===== src/rtl/stereo_peak_limiter_defines.svh =====
// Assertion macros used by the stereo_peak_limiter module.
`ifndef STEREO_PEAK_LIMITER_DEFINES_SVH
`define STEREO_PEAK_LIMITER_DEFINES_SVH

// Check a condition at every clock edge outside reset.
`define SPL_ASSERT_ALWAYS(label, clk, rst_n, expr, msg) \
    label: assert property (@(posedge clk) disable iff (!rst_n) (expr)) else $error(msg);

// Check that a condition in one cycle implies another in the next cycle.
`define SPL_ASSERT_NEXT(label, clk, rst_n, ante, cons, msg) \
    label: assert property (@(posedge clk) disable iff (!rst_n) (ante) |=> (cons)) \
        else $error(msg);

`endif


===== src/rtl/spl_pkg.sv =====
package spl_pkg;

    // Sample and gain formats
    localparam int SAMPLE_WIDTH   = 16;
    localparam int GAIN_FRAC_BITS = 16;
    localparam int GAIN_WIDTH     = GAIN_FRAC_BITS + 1;
    localparam int COEF_BITS      = 16;
    localparam int THR_WIDTH      = 15;

    // Shared multiplier: signed operands wide enough for a sample, a gain or 1 - coef
    localparam int MUL_BASE  = (SAMPLE_WIDTH > GAIN_WIDTH) ? SAMPLE_WIDTH : GAIN_WIDTH;
    localparam int MUL_WIDTH = ((MUL_BASE > COEF_BITS + 1) ? MUL_BASE : COEF_BITS + 1) + 1;
    localparam int ACC_WIDTH = 2 * MUL_WIDTH;

    // Clip level is 0.99 of full scale, truncated
    localparam int CLIP_LEVEL = (99 * (2 ** (SAMPLE_WIDTH - 1))) / 100;

    localparam logic [GAIN_WIDTH-1:0] GAIN_UNITY = {1'b1, {GAIN_FRAC_BITS{1'b0}}};
    localparam logic [COEF_BITS:0]    COEF_ONE   = {1'b1, {COEF_BITS{1'b0}}};

    // Configuration register map
    localparam int CFG_IDX_WIDTH  = 2;
    localparam int CFG_DATA_WIDTH = 16;
    localparam logic [CFG_IDX_WIDTH-1:0] CFG_ENABLE    = 2'd0;
    localparam logic [CFG_IDX_WIDTH-1:0] CFG_THRESHOLD = 2'd1;
    localparam logic [CFG_IDX_WIDTH-1:0] CFG_ATTACK    = 2'd2;
    localparam logic [CFG_IDX_WIDTH-1:0] CFG_RELEASE   = 2'd3;

    localparam logic [THR_WIDTH-1:0] THRESHOLD_RESET = 15'd29205;
    localparam logic [COEF_BITS-1:0] ATTACK_RESET    = 16'd65082;
    localparam logic [COEF_BITS-1:0] RELEASE_RESET   = 16'd65509;

    typedef struct packed {
        logic signed [SAMPLE_WIDTH-1:0] left_in;
        logic signed [SAMPLE_WIDTH-1:0] right_in;
        logic                           block_end_in;
    } t_in_word;

    typedef struct packed {
        logic signed [SAMPLE_WIDTH-1:0] left_out;
        logic signed [SAMPLE_WIDTH-1:0] right_out;
        logic        [GAIN_WIDTH-1:0]   gain_out;
        logic                           block_end_out;
    } t_out_word;

    // Control to the shared multiply-accumulate unit
    typedef struct packed {
        logic go;
        logic clr;
    } t_mac_op;

endpackage


===== src/rtl/spl_div.sv =====
// Restoring divider: quotient = (dividend << GAIN_FRAC_BITS) / divisor,
// one quotient bit per cycle. Requires dividend < divisor.
module spl_div (
    input  logic                                    i_clk,
    input  logic                                    i_rst_n,
    input  logic                                    i_start,
    input  logic [spl_pkg::THR_WIDTH-1:0]           i_dividend,
    input  logic [spl_pkg::SAMPLE_WIDTH-1:0]        i_divisor,
    output logic                                    o_done,
    output logic [spl_pkg::GAIN_FRAC_BITS-1:0]      o_quot
);

    localparam int SW    = spl_pkg::SAMPLE_WIDTH;
    localparam int GF    = spl_pkg::GAIN_FRAC_BITS;
    localparam int CNT_W = $clog2(GF + 1);

    logic [SW-1:0]    r_rem,   n_rem;
    logic [SW-1:0]    r_dvs,   n_dvs;
    logic [GF-1:0]    r_quot,  n_quot;
    logic [CNT_W-1:0] r_cnt,   n_cnt;
    logic             r_done,  n_done;
    logic [SW+1:0]    rem2;
    logic [SW+1:0]    diff;

    // Shift in a zero bit and try to subtract the divisor
    always_comb begin
        n_rem  = r_rem;
        n_dvs  = r_dvs;
        n_quot = r_quot;
        n_cnt  = r_cnt;
        n_done = 1'b0;
        rem2   = {1'b0, r_rem, 1'b0};
        diff   = rem2 - {2'b00, r_dvs};
        if (i_start) begin
            n_rem  = SW'(i_dividend);
            n_dvs  = i_divisor;
            n_quot = '0;
            n_cnt  = CNT_W'(GF);
        end else if (r_cnt != '0) begin
            if (!diff[SW+1]) begin
                n_rem  = diff[SW-1:0];
                n_quot = {r_quot[GF-2:0], 1'b1};
            end else begin
                n_rem  = rem2[SW-1:0];
                n_quot = {r_quot[GF-2:0], 1'b0};
            end
            n_cnt = r_cnt - 1'b1;
            if (r_cnt == CNT_W'(1)) begin
                n_done = 1'b1;
            end
        end
    end

    always_ff @(posedge i_clk) begin
        if (!i_rst_n) begin
            r_cnt  <= '0;
            r_done <= 1'b0;
        end else begin
            r_cnt  <= n_cnt;
            r_done <= n_done;
        end
        r_rem  <= n_rem;
        r_dvs  <= n_dvs;
        r_quot <= n_quot;
    end

    assign o_done = r_done;
    assign o_quot = r_quot;

endmodule


===== src/rtl/spl_mac.sv =====
// Shared multiply-accumulate unit: registered product, then registered sum.
module spl_mac (
    input  logic                                      i_clk,
    input  logic                                      i_rst_n,
    input  spl_pkg::t_mac_op                          i_op,
    input  logic signed [spl_pkg::MUL_WIDTH-1:0]      i_a,
    input  logic signed [spl_pkg::MUL_WIDTH-1:0]      i_b,
    output logic signed [spl_pkg::ACC_WIDTH-1:0]      o_acc
);

    localparam int AW = spl_pkg::ACC_WIDTH;

    logic signed [AW-1:0] r_prod;
    logic signed [AW-1:0] r_acc, n_acc;
    logic                 r_pv;
    logic                 r_pclr;

    // Add the held product into the accumulator, or restart from it
    always_comb begin
        n_acc = r_acc;
        if (r_pv) begin
            n_acc = r_pclr ? r_prod : r_acc + r_prod;
        end
    end

    always_ff @(posedge i_clk) begin
        if (!i_rst_n) begin
            r_pv   <= 1'b0;
            r_pclr <= 1'b0;
        end else begin
            r_pv   <= i_op.go;
            r_pclr <= i_op.clr;
        end
        r_prod <= i_a * i_b;
        r_acc  <= n_acc;
    end

    assign o_acc = r_acc;

endmodule


===== src/rtl/stereo_peak_limiter.sv =====
// Stereo peak limiter.
// Input channel: i_in_valid / o_in_stall carry one stereo frame (left, right,
// block end marker) per word. Output channel: o_out_valid / i_out_stall carry
// the limited samples, the gain used for the frame and the copied marker.
// Configuration: i_cfg_we writes i_cfg_data into register i_cfg_idx
// (0 enable, 1 threshold, 2 attack coefficient, 3 release coefficient).
// One frame is worked on at a time; o_in_stall is high from acceptance until
// the result is loaded into the output register. When disabled, a frame
// goes straight to the write state. When enabled and the peak exceeds the
// threshold, the 16-step bit-serial divider first forms the target gain
// (unity otherwise); then the single multiply-accumulate unit takes the
// two envelope terms and the two sample scalings in turn. A new frame can
// be taken as soon as the previous one sits in the output register. If the
// receiver stalls, the output word holds; a following frame is computed and
// then waits for the register. Reset restores the register defaults, unity
// gain and empty channels.
`include "stereo_peak_limiter_defines.svh"

module stereo_peak_limiter (
    input  logic                                  i_clk,
    input  logic                                  i_rst_n,
    input  logic                                  i_in_valid,
    output logic                                  o_in_stall,
    input  spl_pkg::t_in_word                     i_in_word,
    output logic                                  o_out_valid,
    input  logic                                  i_out_stall,
    output spl_pkg::t_out_word                    o_out_word,
    input  logic                                  i_cfg_we,
    input  logic [spl_pkg::CFG_IDX_WIDTH-1:0]     i_cfg_idx,
    input  logic [spl_pkg::CFG_DATA_WIDTH-1:0]    i_cfg_data
);

    localparam int SW    = spl_pkg::SAMPLE_WIDTH;
    localparam int GF    = spl_pkg::GAIN_FRAC_BITS;
    localparam int GW    = spl_pkg::GAIN_WIDTH;
    localparam int CB    = spl_pkg::COEF_BITS;
    localparam int TW    = spl_pkg::THR_WIDTH;
    localparam int MW    = spl_pkg::MUL_WIDTH;
    localparam int AW    = spl_pkg::ACC_WIDTH;
    localparam int ENV_W = AW - CB;
    localparam int SCL_W = AW - GF;

    localparam logic signed [SCL_W-1:0] CLIP_HI = SCL_W'(spl_pkg::CLIP_LEVEL);
    localparam logic signed [SCL_W-1:0] CLIP_LO = -CLIP_HI;

    localparam logic [3:0] ST_IDLE  = 4'd0;
    localparam logic [3:0] ST_DIV   = 4'd1;
    localparam logic [3:0] ST_ENV1  = 4'd2;
    localparam logic [3:0] ST_ENV2  = 4'd3;
    localparam logic [3:0] ST_EWAIT = 4'd4;
    localparam logic [3:0] ST_EUPD  = 4'd5;
    localparam logic [3:0] ST_MULL  = 4'd6;
    localparam logic [3:0] ST_MULR  = 4'd7;
    localparam logic [3:0] ST_SCL   = 4'd8;
    localparam logic [3:0] ST_WRITE = 4'd9;

    // Scale by the gain (floor) and clip to the 0.99 level
    function automatic logic signed [SW-1:0] f_scale_clip(
        input logic signed [AW-1:0] p
    );
        logic signed [SCL_W-1:0] sh;
        sh = SCL_W'(p >>> GF);
        if (sh > CLIP_HI) begin
            sh = CLIP_HI;
        end else if (sh < CLIP_LO) begin
            sh = CLIP_LO;
        end
        return sh[SW-1:0];
    endfunction

    // Configuration registers
    logic          r_enable;
    logic [TW-1:0] r_threshold;
    logic [CB-1:0] r_attack;
    logic [CB-1:0] r_release;

    // Sequencer and frame state
    logic [3:0]           r_state,     n_state;
    logic signed [SW-1:0] r_left,      n_left;
    logic signed [SW-1:0] r_right,     n_right;
    logic                 r_be,        n_be;
    logic                 r_lim,       n_lim;
    logic [GW-1:0]        r_target,    n_target;
    logic [GW-1:0]        r_env,       n_env;
    logic                 r_out_valid, n_out_valid;
    spl_pkg::t_out_word   r_out_word,  n_out_word;

    logic                 in_acc;
    logic [SW-1:0]        mag_l;
    logic [SW-1:0]        mag_r;
    logic [SW-1:0]        peak;
    logic                 over;
    logic                 div_start;
    logic                 div_done;
    logic [GF-1:0]        div_quot;
    logic                 attack;
    logic [CB-1:0]        sel_coef;
    logic [CB:0]          sel_coef_inv;
    logic [GW-1:0]        sel_tgt;
    logic [ENV_W-1:0]     env_new;
    logic                 out_free;
    spl_pkg::t_mac_op     mac_op;
    logic signed [MW-1:0] mac_a;
    logic signed [MW-1:0] mac_b;
    logic signed [AW-1:0] mac_acc;

    assign in_acc   = i_in_valid && !o_in_stall;
    assign out_free = !r_out_valid || !i_out_stall;

    // Peak of the two magnitudes; the most negative sample maps to 2^(SW-1)
    assign mag_l = i_in_word.left_in[SW-1]  ? SW'(-i_in_word.left_in)  : i_in_word.left_in;
    assign mag_r = i_in_word.right_in[SW-1] ? SW'(-i_in_word.right_in) : i_in_word.right_in;
    assign peak  = (mag_l > mag_r) ? mag_l : mag_r;
    assign over  = peak > SW'(r_threshold);

    // Attack toward a lower target, otherwise release toward unity
    assign attack       = r_target < r_env;
    assign sel_coef     = attack ? r_attack : r_release;
    assign sel_coef_inv = spl_pkg::COEF_ONE - {1'b0, sel_coef};
    assign sel_tgt      = attack ? r_target : spl_pkg::GAIN_UNITY;
    assign env_new      = mac_acc[AW-1:CB];

    assign div_start = in_acc && r_enable && over;

    spl_div u_div (
        .i_clk      (i_clk),
        .i_rst_n    (i_rst_n),
        .i_start    (div_start),
        .i_dividend (r_threshold),
        .i_divisor  (peak),
        .o_done     (div_done),
        .o_quot     (div_quot)
    );

    spl_mac u_mac (
        .i_clk   (i_clk),
        .i_rst_n (i_rst_n),
        .i_op    (mac_op),
        .i_a     (mac_a),
        .i_b     (mac_b),
        .o_acc   (mac_acc)
    );

    // Step the sequencer and feed the shared multiplier
    always_comb begin
        n_state     = r_state;
        n_left      = r_left;
        n_right     = r_right;
        n_be        = r_be;
        n_lim       = r_lim;
        n_target    = r_target;
        n_env       = r_env;
        n_out_valid = r_out_valid && i_out_stall;
        n_out_word  = r_out_word;
        mac_op      = '0;
        mac_a       = '0;
        mac_b       = '0;
        case (r_state)
            ST_IDLE: begin
                if (in_acc) begin
                    n_left   = i_in_word.left_in;
                    n_right  = i_in_word.right_in;
                    n_be     = i_in_word.block_end_in;
                    n_lim    = r_enable;
                    n_target = spl_pkg::GAIN_UNITY;
                    if (!r_enable) begin
                        n_state = ST_WRITE;
                    end else if (over) begin
                        n_state = ST_DIV;
                    end else begin
                        n_state = ST_ENV1;
                    end
                end
            end
            ST_DIV: begin
                if (div_done) begin
                    n_target = GW'(div_quot);
                    n_state  = ST_ENV1;
                end
            end
            ST_ENV1: begin
                mac_op  = '{go: 1'b1, clr: 1'b1};
                mac_a   = MW'(sel_coef);
                mac_b   = MW'(r_env);
                n_state = ST_ENV2;
            end
            ST_ENV2: begin
                mac_op  = '{go: 1'b1, clr: 1'b0};
                mac_a   = MW'(sel_coef_inv);
                mac_b   = MW'(sel_tgt);
                n_state = ST_EWAIT;
            end
            ST_EWAIT: begin
                n_state = ST_EUPD;
            end
            ST_EUPD: begin
                if (env_new > ENV_W'(spl_pkg::GAIN_UNITY)) begin
                    n_env = spl_pkg::GAIN_UNITY;
                end else begin
                    n_env = env_new[GW-1:0];
                end
                n_state = ST_MULL;
            end
            ST_MULL: begin
                mac_op  = '{go: 1'b1, clr: 1'b1};
                mac_a   = MW'(r_left);
                mac_b   = MW'(r_env);
                n_state = ST_MULR;
            end
            ST_MULR: begin
                mac_op  = '{go: 1'b1, clr: 1'b1};
                mac_a   = MW'(r_right);
                mac_b   = MW'(r_env);
                n_state = ST_SCL;
            end
            ST_SCL: begin
                n_left  = f_scale_clip(mac_acc);
                n_state = ST_WRITE;
            end
            ST_WRITE: begin
                if (out_free) begin
                    n_out_word.left_out      = r_left;
                    n_out_word.right_out     = r_lim ? f_scale_clip(mac_acc) : r_right;
                    n_out_word.gain_out      = r_env;
                    n_out_word.block_end_out = r_be;
                    n_out_valid              = 1'b1;
                    n_state                  = ST_IDLE;
                end
            end
            default: begin
                n_state = ST_IDLE;
            end
        endcase
    end

    always_ff @(posedge i_clk) begin
        if (!i_rst_n) begin
            r_state     <= ST_IDLE;
            r_env       <= spl_pkg::GAIN_UNITY;
            r_out_valid <= 1'b0;
            r_enable    <= 1'b0;
            r_threshold <= spl_pkg::THRESHOLD_RESET;
            r_attack    <= spl_pkg::ATTACK_RESET;
            r_release   <= spl_pkg::RELEASE_RESET;
        end else begin
            r_state     <= n_state;
            r_env       <= n_env;
            r_out_valid <= n_out_valid;
            // Take register writes
            if (i_cfg_we) begin
                case (i_cfg_idx)
                    spl_pkg::CFG_ENABLE:    r_enable    <= i_cfg_data[0];
                    spl_pkg::CFG_THRESHOLD: r_threshold <= i_cfg_data[TW-1:0];
                    spl_pkg::CFG_ATTACK:    r_attack    <= i_cfg_data[CB-1:0];
                    spl_pkg::CFG_RELEASE:   r_release   <= i_cfg_data[CB-1:0];
                    default: ;
                endcase
            end
        end
        r_left     <= n_left;
        r_right    <= n_right;
        r_be       <= n_be;
        r_lim      <= n_lim;
        r_target   <= n_target;
        r_out_word <= n_out_word;
    end

    assign o_in_stall  = r_state != ST_IDLE;
    assign o_out_valid = r_out_valid;
    assign o_out_word  = r_out_word;

    `SPL_ASSERT_ALWAYS(a_env_le_unity, i_clk, i_rst_n, r_env <= spl_pkg::GAIN_UNITY, "gain above unity")
    `SPL_ASSERT_NEXT(a_env_hold, i_clk, i_rst_n, r_state != ST_EUPD, $stable(r_env), "gain moved outside update")
    `SPL_ASSERT_NEXT(a_bypass, i_clk, i_rst_n, in_acc && !r_enable, r_state == ST_WRITE, "bypass did not skip to write")
    `SPL_ASSERT_NEXT(a_out_load, i_clk, i_rst_n, r_state == ST_WRITE && out_free, o_out_valid && r_state == ST_IDLE, "result word not loaded")

endmodule


===== config.mk =====
export PLATFORM = sky130hd
export DESIGN_NAME = stereo_peak_limiter
export DESIGN_NICKNAME = d
export VERILOG_FILES = /design/src/rtl/spl_pkg.sv /design/src/rtl/spl_div.sv /design/src/rtl/spl_mac.sv /design/src/rtl/stereo_peak_limiter.sv
export VERILOG_INCLUDE_DIRS = /design/src /design/src/rtl
export SDC_FILE = /design/constraint.sdc
export NUM_CORES = 2
export LEC_CHECK = 0
export ABC_CLOCK_PERIOD_IN_PS = 28900
export BUFFER_PORTS_ARGS = -buffer_cell sky130_fd_sc_hd__buf_2
export CAP_MARGIN = 25
export CORE_UTILIZATION = 55
export CTS_CLUSTER_SIZE = 16
export DETAILED_ROUTE_END_ITERATION = 7
export HOLD_SLACK_MARGIN = 0.05
export PLACE_DENSITY = 0.72
export SYNTH_ARGS = -nofsm -noshare
export SYNTH_HDL_FRONTEND = slang
export SYNTH_HIERARCHICAL = 1
export SYNTH_SLANG_ARGS = --single-unit

===== constraint.sdc =====
create_clock -name i_clk -period 28.9 [get_ports i_clk]
set_clock_uncertainty 0.15 [all_clocks]
set_input_delay 1.445 -clock i_clk [delete_from_list [all_inputs] [get_ports i_clk]]
set_output_delay 1.445 -clock i_clk [all_outputs]
set_load 0.05 [all_outputs]

==> results.md <==
- Clk_lat worst skew: 0.60 ns
- Tightest Pin Transition: 1.082 ns
- First-pass GRT wire length: 122400 um
- CTS clock-pin slew for the worst setup and hold paths: 0.06 ns
- Hold_buf cts: 0
- H-tree levels: 1
- Routed wire per std cell: 19.95 um
- CTS tree: yes
- Max Freq: 0.09724 GHz
- Initial antenna violation count: 1
- DRT Pass-1 Iters: 7
- Hold WC Path Type: flop to flop
- Die width: 231.4 um
- CTS Buf Count: 30
- Share of post-route cells with drive strength above 1: 7.806%
- Slew headroom: 27.85%
- Max capacitance violation total: 0
- Main flop type after synthesis: edfxtp_1
- Synthesized area: 28950 um2
- VDD IR max: 0.06608 mV
- Worst setup path class: flop to flop
- Ys Warns: 6
- Initial DRC count: 1905
- Total negative slack: 0 ns
- Post-DRT Antenna Nets: 0
- Largest net degree at the start of global routing: 81
- Clock Sinks: 299
- Post CTS Setup Buffer Count: 0
- Nets@finish: 3749
- Critical Path Fanout Max: 18
- Routed WL: 77210 um
- Number of synthesized flops with an enable pin: 168
- Root Buffer: clkbuf_16
- Total core area: 51610 um2
- Total number of vias: 22579
- Synth async-reset ratio: 0%
- Buffers added on ports: 107
- Critical path's most frequent cell: fa_1
- Post-DP HPWL: 60040 um
- Synth-to-layout area growth: 7.775%
- Residual DRC count: 0
- Required time worst endpoint: 29.21 ns
- RSZ-0062 raised after global routing: no
- Power Dens Cells: 56.60 nW/um2
- Register bit total from synthesis: 299
- Num rows: 83
- Unique masters post-synth: 98
- Avg Cell Area, Syn: 9.305 um2
- Leak pwr: 14.16 nW
- Vias per cell: 5.833
- Sequential-to-total area share from yosys stat: 26.49%
- Initial core utilization: 56.09%
- Final setup fails: 0
- Reg2Reg Setup Slack: 18.62 ns
- RD Place Congestion: 0.9301
- Final min period: 10.28 ns
- Number of I/O pins: 108
- Post-CTS Resized: 0
- Syn Inst Count: 3111
- Crit-path slowest cell: a211oi_1
- Final Hold Viols: 0
- Remaining global-route overflow: 0
- Max incr delay on CP: 0.63 ns
- Status: completed
- Startpoint Class: flop
- Arrival time worst endpoint: 10.60 ns
- Total power: 1.766 mW
- Final Cycle Share: 35.58%
- Crit-path leading delay family: adder cells
- Crit end category: flop
- Die Y-Extent: 231.4 um
- Hold Worst Slack: 0.2833 ns
- GRT Total Usage: 29.20%
- Vias in the first global route: 23315
- Deepest clock path buffer count: 3
- CP bufs+invs: 5
- Die ar.: 53560 um2
- Slew Viols, Final: 0
-- through the flow --
step / util (%) / instances / setup slack (ns) / area [um2]
6_report: 60.45 / 3871 / 18.62 / 31200
5_1_grt: 60.44 / 3870 / 17.84 / 31200
4_1_cts: 60.38 / 3868 / 18.68 / 31160
3_5_place_dp: 58.47 / 3812 / 18.70 / 30180
3_3_place_gp: 58.45 / 3811 / 18.97 / 30170
2_1_floorplan: - / 3115 / 19.32 / 28960
-- path summary, 6_finish.rpt --
| kind | from | to | cells after the start |
|---|---|---|---|
| max reg2reg | r_target[14] | u_mac/r_prod[35] | 35 |
| max | r_target[14] | u_mac/r_prod[35] | 35 |
| min | r_be | o_out_word[0] | 0 |
| min reg2reg | r_be | o_out_word[0] | 0 |
-- synth_stat cells (17+ instances only) --
cell	number	area [um2]
a211oi_1	17	127.6
a21boi_0	21	157.7
a21o_1	48	360.4
a21oi_1	134	670.6
a22o_1	18	157.7
a22oi_1	29	217.7
and2_1	169	1057
and3_1	29	181.4
clkbuf_1	110	412.9
dfxtp_1	131	2623
edfxtp_1	168	5045
fa_1	331	6626
ha_1	196	2452
inv_1	502	1884
mux2i_1	27	270.3
nand2_1	410	1539
nand2b_1	27	168.9
nand3_1	58	290.3
nor2_1	115	431.7
nor2b_1	35	219.0
nor3_1	30	150.1
o211ai_1	20	150.1
o21ai_0	66	330.3
o21ai_1	37	185.2
o31ai_1	22	165.2
xnor2_1	73	639.4
xor2_1	52	455.4
-- where the power goes --
part           internal [mW]  switching (mW)  total (mW)
combinational          0.259           0.468       0.728
sequential             0.575          0.0711       0.646
clock                  0.222           0.170       0.393
-- sequential cells by signal (all words and copies together), names as in the netlist, 4 cells and up --
register      flops
r_release        16
r_env            17
u_mac/o_acc      36
r_right          16
r_threshold      15
u_div/o_quot     16
u_div/r_cnt       5
r_target         17
r_left           16
u_div/r_dvs      16
r_attack         16
r_state           4
u_div/r_rem      16
o_out_word       50
u_mac/r_prod     36
-- cells by family (layout without fill, tap and decap cells) --
| kind of cell | count (synthesis) | count (layout) | synth area share (%) |
|---|---|---|---|
| multiplexers | 35 | 35 | 1.253 |
| buffers and inverters | 630 | 705 | 8.242 |
| XOR/XNOR | 125 | 125 | 3.782 |
| AO/OA/AOI/OAI | 532 | 532 | 12.50 |
| adder cells (fa/ha/maj) | 527 | 527 | 31.36 |
| AND/OR/NAND/NOR | 962 | 962 | 16.36 |
| flip-flops | 299 | 299 | 26.49 |
| other | 1 | 6 | 0.01295 |
-- metal layers --
| layer | share of wire [%] | up-vias | track usage [%] |
|---|---|---|---|
| met5 | 0 | - | 0 |
| met1 | 40 | 11221 | 37.44 |
| li1 | - | 10341 | - |
| met2 | 49 | 837 | 50.45 |
| met3 | 6.1 | 180 | 2.867 |
| met4 | 4.5 | 0 | 12.02 |
-- cells in the final DEF, fill, tap and decap left out, types with 14 or more instances in the layout --
cell type / count
inv_1: 502
nand2_1: 410
fa_1: 331
ha_1: 196
and2_1: 169
edfxtp_1: 168
a21oi_1: 133
dfxtp_1: 130
nor2_1: 115
buf_2: 108
xnor2_1: 73
o21ai_0: 66
nand3_1: 58
xor2_1: 52
a21o_1: 48
buf_4: 37
nor2b_1: 35
o21ai_1: 35
clkbuf_16: 31
nor3_1: 30
a22oi_1: 29
and3_1: 28
nand2b_1: 27
mux2i_1: 27
o31ai_1: 21
a21boi_0: 21
o211ai_1: 20
a22o_1: 18
a211oi_1: 16
o21a_1: 14
o221ai_1: 14
-- cell type report --
| class | count | area (um2) |
|---|---|---|
| repair buffers | 147 | 857.1 |
| fillers | 4326 | 20410 |
| inverters | 502 | 1884 |
| clock inverters | 15 | 141.4 |
| diodes | 1 | 2.502 |
| clock buffers | 41 | 843.3 |
| multi-input cells | 2186 | 18950 |
| well taps | 680 | 850.8 |
| flip-flops and latches | 299 | 7669 |
(Power assumes the default switching activity.)
